File: src/hw/rtl/mwm_pkg.sv
// Shared types and constants for the masked windowed mean block.
// Used by the controller, datapath and top level; no dependencies.
`timescale 1ns / 1ps

package mwm_pkg;

  localparam int MAX_HALF_WIDTH_DEF = 32;
  localparam int DATA_W             = 32;
  localparam int CFG_W              = 6;
  localparam int SEEN_W             = 7;

  localparam logic [CFG_W-1:0]  HALF_WIDTH_RST = 6'd25;
  localparam logic [SEEN_W-1:0] SEEN_MAX       = 7'd127;

  typedef enum logic [2:0] {
    ST_IDLE,
    ST_SWEEP,
    ST_DRAIN,
    ST_LOAD,
    ST_DIV,
    ST_EMIT
  } mwm_state_e;

  // commands from the controller to the datapath
  typedef struct packed {
    logic accept;
    logic sweep_step;
    logic div_start;
    logic div_step;
    logic emit;
    logic next_center;
  } mwm_cmd_t;

  // status from the datapath to the controller
  typedef struct packed {
    logic emit_now;
    logic sweep_end;
    logic div_done;
    logic more;
    logic out_free;
  } mwm_stat_t;

endpackage

File: src/hw/rtl/masked_windowed_mean.sv
// Top level of the masked windowed mean block.
// Depends on mwm_pkg, mwm_ctrl, mwm_dp (which holds the mwm_ram ring).
//
//  channel  direction  handshake                   payload
//  in       input      in_valid_i / in_stall_o     sample_value_i, sample_valid_i, last_sample_i
//  out      output     out_valid_o / out_stall_i   mean_value_o, mean_valid_o, last_result_o
//  cfg      input      cfg_valid_i / cfg_ready_o   half_width_i
//
// A sample that produces no result is only taken in the idle state. A sample that
// produces a result then passes the sweep, drain, load, divide and emit states, with
// the window length at most 2*half_width + 1: one ring read per window slot, then
// one quotient bit per cycle in the serial divider (39 steps by default) and a
// check that it is done. An output stall holds the block in the emit state.
// A last sample repeats the sweep and divide for every flushed result.
// Reset sets half_width to 25 and starts an empty sequence; the ring is not cleared.
// A stalled output holds the finished result while the next sample is taken.
`timescale 1ns / 1ps

module masked_windowed_mean import mwm_pkg::*; #(
  parameter int MAX_HALF_WIDTH = MAX_HALF_WIDTH_DEF
) (
  input  logic                     clk_i,
  input  logic                     rst_ni,
  input  logic                     in_valid_i,
  output logic                     in_stall_o,
  input  logic signed [DATA_W-1:0] sample_value_i,
  input  logic                     sample_valid_i,
  input  logic                     last_sample_i,
  output logic                     out_valid_o,
  input  logic                     out_stall_i,
  output logic signed [DATA_W-1:0] mean_value_o,
  output logic                     mean_valid_o,
  output logic                     last_result_o,
  input  logic                     cfg_valid_i,
  output logic                     cfg_ready_o,
  input  logic [CFG_W-1:0]         half_width_i
);

  mwm_cmd_t  cmd;
  mwm_stat_t stat;

  assign cfg_ready_o = 1'b1;

  mwm_ctrl u_ctrl (
    .clk_i      (clk_i),
    .rst_ni     (rst_ni),
    .in_valid_i (in_valid_i),
    .in_stall_o (in_stall_o),
    .stat_i     (stat),
    .cmd_o      (cmd)
  );

  mwm_dp #(
    .MAX_HALF_WIDTH (MAX_HALF_WIDTH)
  ) u_dp (
    .clk_i          (clk_i),
    .rst_ni         (rst_ni),
    .cmd_i          (cmd),
    .stat_o         (stat),
    .cfg_we_i       (cfg_valid_i),
    .half_width_i   (half_width_i),
    .sample_value_i (sample_value_i),
    .sample_valid_i (sample_valid_i),
    .last_sample_i  (last_sample_i),
    .out_valid_o    (out_valid_o),
    .out_stall_i    (out_stall_i),
    .mean_value_o   (mean_value_o),
    .mean_valid_o   (mean_valid_o),
    .last_result_o  (last_result_o)
  );

endmodule

File: src/hw/rtl/mwm_ram.sv
// Generic single-write, single-read RAM with registered read data.
// No dependencies.
`timescale 1ns / 1ps

module mwm_ram #(
  parameter int WIDTH = 33,
  parameter int DEPTH = 65
) (
  input  logic                     clk_i,
  input  logic                     we_i,
  input  logic [$clog2(DEPTH)-1:0] waddr_i,
  input  logic [WIDTH-1:0]         wdata_i,
  input  logic                     re_i,
  input  logic [$clog2(DEPTH)-1:0] raddr_i,
  output logic [WIDTH-1:0]         rdata_o
);

  logic [WIDTH-1:0] mem_q [DEPTH];
  logic [WIDTH-1:0] rdata_q;

  always_ff @(posedge clk_i) begin
    if (we_i) begin
      mem_q[waddr_i] <= wdata_i;
    end
    if (re_i) begin
      rdata_q <= mem_q[raddr_i];
    end
  end

  assign rdata_o = rdata_q;

endmodule

File: src/hw/rtl/mwm_ctrl.sv
// Controller state machine for the masked windowed mean block.
// Depends on mwm_pkg; drives commands into mwm_dp and reads its status.
`timescale 1ns / 1ps

module mwm_ctrl import mwm_pkg::*; (
  input  logic      clk_i,
  input  logic      rst_ni,
  input  logic      in_valid_i,
  output logic      in_stall_o,
  input  mwm_stat_t stat_i,
  output mwm_cmd_t  cmd_o
);

  mwm_state_e state_q, state_d;

  always_ff @(posedge clk_i or negedge rst_ni) begin
    if (!rst_ni) begin
      state_q <= ST_IDLE;
    end else begin
      state_q <= state_d;
    end
  end

  always_comb begin
    state_d = state_q;
    cmd_o   = '0;
    case (state_q)
      ST_IDLE: begin
        if (in_valid_i) begin
          cmd_o.accept = 1'b1;
          if (stat_i.emit_now) begin
            state_d = ST_SWEEP;
          end
        end
      end
      ST_SWEEP: begin
        cmd_o.sweep_step = 1'b1;
        if (stat_i.sweep_end) begin
          state_d = ST_DRAIN;
        end
      end
      // last read word lands in the accumulator
      ST_DRAIN: begin
        state_d = ST_LOAD;
      end
      ST_LOAD: begin
        cmd_o.div_start = 1'b1;
        state_d         = ST_DIV;
      end
      ST_DIV: begin
        if (stat_i.div_done) begin
          state_d = ST_EMIT;
        end else begin
          cmd_o.div_step = 1'b1;
        end
      end
      ST_EMIT: begin
        if (stat_i.out_free) begin
          cmd_o.emit = 1'b1;
          if (stat_i.more) begin
            cmd_o.next_center = 1'b1;
            state_d           = ST_SWEEP;
          end else begin
            state_d = ST_IDLE;
          end
        end
      end
      default: begin
        state_d = ST_IDLE;
      end
    endcase
  end

  assign in_stall_o = (state_q != ST_IDLE);

  a_emit_done_idle: assert property (@(posedge clk_i) disable iff (!rst_ni)
    (state_q == ST_EMIT && stat_i.out_free && !stat_i.more) |=> state_q == ST_IDLE)
    else $error("controller did not return to idle after final result");

endmodule

File: src/hw/rtl/mwm_dp.sv
// Datapath: sample ring, window sweep accumulator, serial divider, output register.
// Depends on mwm_pkg and mwm_ram; steered by mwm_ctrl.
`timescale 1ns / 1ps

module mwm_dp import mwm_pkg::*; #(
  parameter int MAX_HALF_WIDTH = MAX_HALF_WIDTH_DEF
) (
  input  logic                     clk_i,
  input  logic                     rst_ni,
  input  mwm_cmd_t                 cmd_i,
  output mwm_stat_t                stat_o,
  input  logic                     cfg_we_i,
  input  logic [CFG_W-1:0]         half_width_i,
  input  logic signed [DATA_W-1:0] sample_value_i,
  input  logic                     sample_valid_i,
  input  logic                     last_sample_i,
  output logic                     out_valid_o,
  input  logic                     out_stall_i,
  output logic signed [DATA_W-1:0] mean_value_o,
  output logic                     mean_valid_o,
  output logic                     last_result_o
);

  localparam int DEPTH = 2 * MAX_HALF_WIDTH + 1;
  localparam int AW    = $clog2(DEPTH);
  localparam int CW    = $clog2(DEPTH + 1);
  localparam int SW    = DATA_W + AW;
  localparam int DCW   = $clog2(SW + 1);
  localparam logic [AW-1:0] LAST_SLOT = AW'(DEPTH - 1);

  logic [CFG_W-1:0]  half_width_q;
  logic [AW-1:0]     ptr_q, newest_q, slot_q, k_q, d_q;
  logic [SEEN_W-1:0] seen_q, seen_win_q;
  logic              flush_q;
  logic              acc_en_q, ctr_q, cvalid_q;
  logic signed [SW-1:0] sum_q;
  logic [CW-1:0]     cnt_q;
  logic [SW-1:0]     quo_q;
  logic [CW-1:0]     rem_q;
  logic [DCW-1:0]    div_cnt_q;
  logic              sign_q;
  logic              out_valid_q, mean_valid_q, last_result_q;
  logic signed [DATA_W-1:0] mean_value_q;

  logic [AW-1:0]     h_eff, dh, kend;
  logic [SEEN_W-1:0] seen_new, seen_m1;
  logic              emit_now;
  logic [DATA_W:0]   rd_word;
  logic [DATA_W:0]   wr_word;
  logic [SW-1:0]     mag, dividend;
  logic [CW:0]       trial;
  logic              trial_ge;
  logic [DATA_W-1:0] q_lo, q_signed;

  // ring of {valid, value}
  assign wr_word = {sample_valid_i, sample_value_i};

  mwm_ram #(
    .WIDTH (DATA_W + 1),
    .DEPTH (DEPTH)
  ) u_ring (
    .clk_i   (clk_i),
    .we_i    (cmd_i.accept),
    .waddr_i (ptr_q),
    .wdata_i (wr_word),
    .re_i    (cmd_i.sweep_step),
    .raddr_i (slot_q),
    .rdata_o (rd_word)
  );

  // clamp oversized half width
  assign h_eff = (half_width_q > CFG_W'(MAX_HALF_WIDTH)) ? AW'(MAX_HALF_WIDTH)
                                                        : AW'(half_width_q);

  assign seen_new = (seen_q == SEEN_MAX) ? seen_q : seen_q + 1'b1;
  assign emit_now = last_sample_i || (SEEN_W'(h_eff) < seen_new);

  // window runs from the newest sample back to min(d + h, seen - 1)
  assign dh      = d_q + h_eff;
  assign seen_m1 = seen_win_q - 1'b1;
  assign kend    = (SEEN_W'(dh) < seen_m1) ? dh : AW'(seen_m1);

  assign mag      = sum_q[SW-1] ? SW'(-sum_q) : SW'(sum_q);
  assign dividend = mag + SW'(cnt_q >> 1);
  assign trial    = {rem_q, quo_q[SW-1]};
  assign trial_ge = (trial >= {1'b0, cnt_q});
  assign q_lo     = quo_q[DATA_W-1:0];
  assign q_signed = sign_q ? (~q_lo + 1'b1) : q_lo;

  always_ff @(posedge clk_i or negedge rst_ni) begin
    if (!rst_ni) begin
      half_width_q <= HALF_WIDTH_RST;
      ptr_q        <= '0;
      seen_q       <= '0;
      acc_en_q     <= 1'b0;
      out_valid_q  <= 1'b0;
    end else begin
      if (cfg_we_i) begin
        half_width_q <= half_width_i;
      end
      if (cmd_i.accept) begin
        if (last_sample_i) begin
          ptr_q  <= '0;
          seen_q <= '0;
        end else begin
          ptr_q  <= (ptr_q == LAST_SLOT) ? '0 : ptr_q + 1'b1;
          seen_q <= seen_new;
        end
      end
      acc_en_q <= cmd_i.sweep_step;
      if (cmd_i.emit) begin
        out_valid_q <= 1'b1;
      end else if (!out_stall_i) begin
        out_valid_q <= 1'b0;
      end
    end
  end

  always_ff @(posedge clk_i) begin
    ctr_q <= (k_q == d_q);
    if (cmd_i.accept) begin
      newest_q   <= ptr_q;
      slot_q     <= ptr_q;
      k_q        <= '0;
      sum_q      <= '0;
      cnt_q      <= '0;
      seen_win_q <= seen_new;
      flush_q    <= last_sample_i;
      d_q        <= (SEEN_W'(h_eff) < seen_new) ? h_eff : AW'(seen_new - 1'b1);
    end else if (cmd_i.next_center) begin
      slot_q <= newest_q;
      k_q    <= '0;
      sum_q  <= '0;
      cnt_q  <= '0;
      d_q    <= d_q - 1'b1;
    end else begin
      if (cmd_i.sweep_step) begin
        slot_q <= (slot_q == '0) ? LAST_SLOT : slot_q - 1'b1;
        k_q    <= k_q + 1'b1;
      end
      if (acc_en_q) begin
        if (rd_word[DATA_W]) begin
          sum_q <= sum_q + SW'(signed'(rd_word[DATA_W-1:0]));
          cnt_q <= cnt_q + 1'b1;
        end
        if (ctr_q) begin
          cvalid_q <= rd_word[DATA_W];
        end
      end
    end
    // restoring divide, one quotient bit per step
    if (cmd_i.div_start) begin
      quo_q     <= dividend;
      rem_q     <= '0;
      div_cnt_q <= '0;
      sign_q    <= sum_q[SW-1];
    end else if (cmd_i.div_step) begin
      rem_q     <= trial_ge ? CW'(trial - {1'b0, cnt_q}) : trial[CW-1:0];
      quo_q     <= {quo_q[SW-2:0], trial_ge};
      div_cnt_q <= div_cnt_q + 1'b1;
    end
    if (cmd_i.emit) begin
      if (cvalid_q && cnt_q != '0) begin
        mean_value_q <= q_signed;
        mean_valid_q <= 1'b1;
      end else begin
        mean_value_q <= '0;
        mean_valid_q <= 1'b0;
      end
      last_result_q <= flush_q && (d_q == '0);
    end
  end

  assign stat_o.emit_now  = emit_now;
  assign stat_o.sweep_end = (k_q == kend);
  assign stat_o.div_done  = (div_cnt_q == DCW'(SW));
  assign stat_o.more      = flush_q && (d_q != '0);
  assign stat_o.out_free  = !out_valid_q || !out_stall_i;

  assign out_valid_o   = out_valid_q;
  assign mean_value_o  = mean_value_q;
  assign mean_valid_o  = mean_valid_q;
  assign last_result_o = last_result_q;

  a_no_overwrite: assert property (@(posedge clk_i) disable iff (!rst_ni)
    cmd_i.emit |-> (!out_valid_q || !out_stall_i))
    else $error("result loaded over one still waiting");

  a_sweep_bound: assert property (@(posedge clk_i) disable iff (!rst_ni)
    cmd_i.sweep_step |-> k_q <= kend)
    else $error("sweep ran past the window end");

  a_center_counted: assert property (@(posedge clk_i) disable iff (!rst_ni)
    (cmd_i.emit && cvalid_q) |-> cnt_q != '0)
    else $error("valid center but empty window count");

endmodule

File: config.mk
export PLATFORM = sky130hd
export DESIGN_NAME = masked_windowed_mean
export DESIGN_NICKNAME = d
export VERILOG_FILES = /design/src/hw/rtl/mwm_pkg.sv /design/src/hw/rtl/masked_windowed_mean.sv /design/src/hw/rtl/mwm_ram.sv /design/src/hw/rtl/mwm_ctrl.sv /design/src/hw/rtl/mwm_dp.sv
export SDC_FILE = /design/constraint.sdc
export NUM_CORES = 2
export LEC_CHECK = 0
export BUFFER_PORTS_ARGS = -buffer_cell sky130_fd_sc_hd__buf_2
export CORE_ASPECT_RATIO = 1.2
export CORE_UTILIZATION = 59
export CTS_BUF_LIST = sky130_fd_sc_hd__clkbuf_4 sky130_fd_sc_hd__clkbuf_8
export DETAILED_ROUTE_END_ITERATION = 6
export GPL_ROUTABILITY_DRIVEN = 1
export PLACE_DENSITY_LB_ADDON = 0.25
export SYNTH_ARGS = -nofsm -noshare
export SYNTH_HDL_FRONTEND = slang
export SYNTH_SLANG_ARGS = --single-unit
File: constraint.sdc
create_clock -name clk_i -period 4.3 [get_ports clk_i]
set_input_delay 0.86 -clock clk_i [delete_from_list [all_inputs] [get_ports clk_i]]
set_output_delay 0.86 -clock clk_i [all_outputs]
set_load 0.01 [all_outputs]
==> summary.md <==
| Metric | Value |
|---|---|
| MaxCap Viol Count | 0 |
| Buf/Inv on CP | 1 |
| Root buffer cell | clkbuf_8 |
| I/O pins | 82 |
| Cell area after synthesis | 96830 um^2 |
| Layout cells sized above 1 | 22.67% |
| Slew margin rel. | 13.95% |
| GP Congestion | 0.8764 |
| Worst-path clk slew | 60 ps |
| Via density | 6.539 |
| Data required, critical path | 5230 ps |
| R2r endpoint | u_ctrl.state_q[0]$_DFFE_PN0P_ |
| Main combinational cell family by area after synthesis | multiplexers |
| Largest net degree at the start of global routing | 103 |
| Row Count | 162 |
| Multi-input logic area | 25400 um^2 |
| Final non-filler cell total | 8265 |
| Leakage | 36.35 nW |
| Final min period | 4023 ps |
| Top delay family on crit path | adder cells |
| Async SR Flop Fraction | 1.053% |
| Commonest non-fill, non-tap cell in the layout | edfxtp_1 |
| Die area | 165700 um^2 |
| H-tree levels | 5 |
| Initial Util | 59.49% |
| Vias | 54.05k |
| Clock buffer depth | 4 |
| Post-synthesis simple-gate area fraction | 4.027% |
| Worst path most repeated cell | a21oi_1 |
| Power, Total | 69.64 mW |
| Core area | 162800 um^2 |
| WL per Instance | 30.20 um |
| Final core occ | 66.85% |
| CTS buffer count | 367 |
| Clk Latency, worst-skew pair | 1080 ps |
| # DRC | 0 |
| Avg Inst Size Synth | 17.76 um^2 |
| Post-placement cell count | 7617 |
| Pre-CTS setup slack | 166.7 ps |
| Final nets | 5990 |
| Reg-to-Reg Start | u_dp.half_width_q[0]$_DFFE_PN1P_ |
| Worst hold endpoint | u_dp.out_valid_o$_DFFE_PN0P_ |
| Crit path arrival time | 4960 ps |
| Post-Synth XOR/XNOR Area | 1.655% |
| Sink Count | 2374 |
| Fin Clk Skew | 61.69 ps |
| Sequential Area | 70500 um^2 |
| Final setup vio count | 0 |
| Final Hold Fails | 0 |
| Critical Path, Cell by Cell | nor2b_1 -> ha_1 -> fa_1 -> maj3_1 -> a21oi_1 -> o21bai_1 -> a21oi_1 -> xor2_1 -> inv_1 -> ha_1 -> a21oi_1 -> nand2_2 -> mux2i_1 -> xnor2_1 -> nand4_1 -> o41a_1 |
| GRT Total Usage | 30.40% |
| Initial antenna violation count | 12 |
| Complex-gate fraction of the synthesized area | 5.775% |
| Fmax achieved | 248.6 MHz |
| Fin worst setup slack | 277.0 ps |
| RSZ-0062 raised after global routing | yes |
| Initial detailed-routing violation count | 6098 |
| Grt total ovfl | 0 |
| Die width | 371.8 um |
| Top FF cell, synth | edfxtp_1 |
| Post-Route WL | 249600 um |
| Slowest stage delay, CP | 440 ps |
| DRT Pass-1 Iters | 6 |
| Area growth, synth to finish | 12.38% |
| Post-detail-place hpwl | 146100 um |
| Fill count | 10.51k |
| Status | completed |
| HP Class | in2reg |
| Cell Pwr Density | 640.0 nW/um^2 |
| Post-synthesis cell count | 5452 |
| Worst reg-to-reg setup slack | 280 ps |
| Syn Nets | 5581 |
| Total setup buffers inserted after CTS | 0 |
| Flop and latch count out of synthesis | 2374 |
| Vias in the first global route | 54.09k |
| Adder-Cell Fraction of Synth Area | 1.137% |
| Die Height | 445.8 um |
| WS Path Type | reg2reg |
| Post-synthesis mux area share | 13.08% |
| Synth warn | 0 |
| EDFF count, synth | 2282 |
| Top fanout value on the critical path | 7 |
| Crit path max-delay cell type | fa_1 |
| CTS tree | done |
| Max Slew Vio Count | 0 |
| Hold Crit Depth | 3 |
| Port buffer count | 80 |
| Worst VDD drop | 0.0007603 V |
| Crit path capture type | flip-flop |
| Commonest cells after routing, fill and taps aside | edfxtp_1, mux4_2, mux2i_1, clkbuf_8, nand2_1 |
| Slew of the pin with the lowest slew margin | 1291 ps |
| Register area share after synthesis | 72.81% |
| First-pass GRT wire length | 358000 um |
| Antenna Nets Post-Route | 0 |
| Startpoint Class | flip-flop |
| Count of cell types in the netlist | 88 |
| Worst R2R Path Depth | 16 |
| Final Cycle Share | 93.56% |
| Min-delay src | out_stall_i |
| WP depth | 16 |
==> kinds of logic (layout without fill, tap and decap cells) <==
| group | Yosys count | in the layout |
|---|---|---|
| flip-flops | 2374 | 2374 |
| AO/OA/AOI/OAI | 829 | 829 |
| AND/OR/NAND/NOR | 828 | 828 |
| multiplexers | 779 | 779 |
| buffers and inverters | 372 | 1046 |
| XOR/XNOR | 183 | 183 |
| adder cells (fa/ha/maj) | 86 | 86 |
| other | 1 | 8 |
==> stage by stage <==
step | cell area [um^2] | hold WS [ps] | TNS (ps)
after floorplan | 96830 | 423.1 | 0
after global placement | 101900 | 460.6 | 0
after detailed placement | 101900 | 471.6 | 0
after CTS | 108800 | 107.6 | 0
after global routing | 108800 | 163.0 | -69.04
final | 108800 | 199.0 | 0
==> power by group <==
group	internal, mW	switching (mW)
sequential	26.3	0.786
clock	9.60	8.37
combinational	9.76	14.8
==> final cells by class <==
cell class	count	share of cell area, %
diodes	7	0.01610
well taps	2132	2.451
multi-input cells	2706	23.35
flip-flops and latches	2374	64.79
clock inverters	127	0.6658
repair buffers	338	2.831
inverters	74	0.2599
clock buffers	507	5.642
==> worst max path at each step <==
stage	from	slack, ps	to
after floorplan	u_dp.sum_q[38]$_SDFFE_PN0P_	70	u_dp.quo_q[33]$_DFFE_PP_
after global placement	u_dp.half_width_q[0]$_DFFE_PN1P_	90	u_ctrl.state_q[0]$_DFFE_PN0P_
after detailed placement	u_dp.half_width_q[0]$_DFFE_PN1P_	170	u_ctrl.state_q[0]$_DFFE_PN0P_
after CTS	u_dp.half_width_q[0]$_DFFE_PN1P_	160	u_ctrl.state_q[0]$_DFFE_PN0P_
after global routing	u_dp.half_width_q[0]$_DFFE_PN1P_	-70	u_ctrl.state_q[0]$_DFFE_PN0P_
final	u_dp.half_width_q[0]$_DFFE_PN1P_	280	u_ctrl.state_q[0]$_DFFE_PN0P_
==> what timing repair did <==
action / 4_1_cts / 5_1_grt
endpoints found under the hold margin: 28 / 0
hold buffers: 7 / 0
gates resized for setup: 0 / 2
endpoints found under the setup margin: 0 / 4
==> cells in the mapped netlist (11+ instances only) <==
| library cell | instances | area, um^2 |
|---|---|---|
| a21o_1 | 41 | 307.8 |
| nand2b_1 | 19 | 118.9 |
| nand2_1 | 263 | 987.2 |
| nor3_1 | 94 | 470.5 |
| edfxtp_1 | 2282 | 68530 |
| nor2b_1 | 27 | 168.9 |
| o31ai_1 | 43 | 322.8 |
| and3_1 | 19 | 118.9 |
| or4_1 | 13 | 97.59 |
| or3_1 | 25 | 156.4 |
| o221ai_1 | 163 | 1428 |
| o21ai_0 | 126 | 630.6 |
| a221oi_1 | 13 | 113.9 |
| clkbuf_1 | 195 | 732.0 |
| nand3_1 | 45 | 225.2 |
| a211oi_1 | 30 | 225.2 |
| ha_1 | 80 | 1001 |
| mux4_2 | 388 | 8738 |
| xnor2_1 | 88 | 770.7 |
| o41ai_1 | 18 | 157.7 |
| a21oi_1 | 203 | 1016 |
| buf_2 | 48 | 240.2 |
| dfrtp_1 | 22 | 550.5 |
| nor4_1 | 12 | 75.07 |
| a31oi_1 | 17 | 106.4 |
| nor2_1 | 231 | 867.1 |
| nand4_1 | 29 | 181.4 |
| or2_2 | 11 | 68.82 |
| xor2_1 | 95 | 832.1 |
| dfxtp_1 | 67 | 1341 |
| o22ai_1 | 95 | 594.3 |
| mux2i_1 | 381 | 3814 |
| buf_1 | 53 | 198.9 |
| inv_1 | 73 | 274.0 |
==> flip-flops by register name, summed over array words and instances (netlist names), 3 cells and up <==
| register | cells |
|---|---|
| u_dp.u_ring.mem_q | 2145 |
| u_dp.quo_q | 39 |
| u_dp.sum_q | 39 |
| u_dp.u_ring.rdata_o | 33 |
| u_dp.mean_value_o | 32 |
| u_dp.cnt_q | 7 |
| u_dp.d_q | 7 |
| u_dp.k_q | 7 |
| u_dp.newest_q | 7 |
| u_dp.ptr_q | 7 |
| u_dp.rem_q | 7 |
| u_dp.seen_q | 7 |
| u_dp.seen_win_q | 7 |
| u_dp.slot_q | 7 |
| u_dp.div_cnt_q | 6 |
| u_dp.half_width_q | 6 |
| u_ctrl.state_q | 3 |
==> metal layers <==
layer / track usage, % / up-vias / part of all wire [%]
met5: 0 / - / 0.016
met4: 15.81 / 6 / 5.4
met3: 5.628 / 580 / 8.6
met2: 49.81 / 2867 / 49
met1: 38.89 / 27590 / 37
li1: - / 23000 / -
==> tightest hold or removal path: stages <==
cell and delay [ps]:
buf_2 150, nand2_1 120, nand2_1 80
Note: power is estimated with default switching activity, not from simulation.
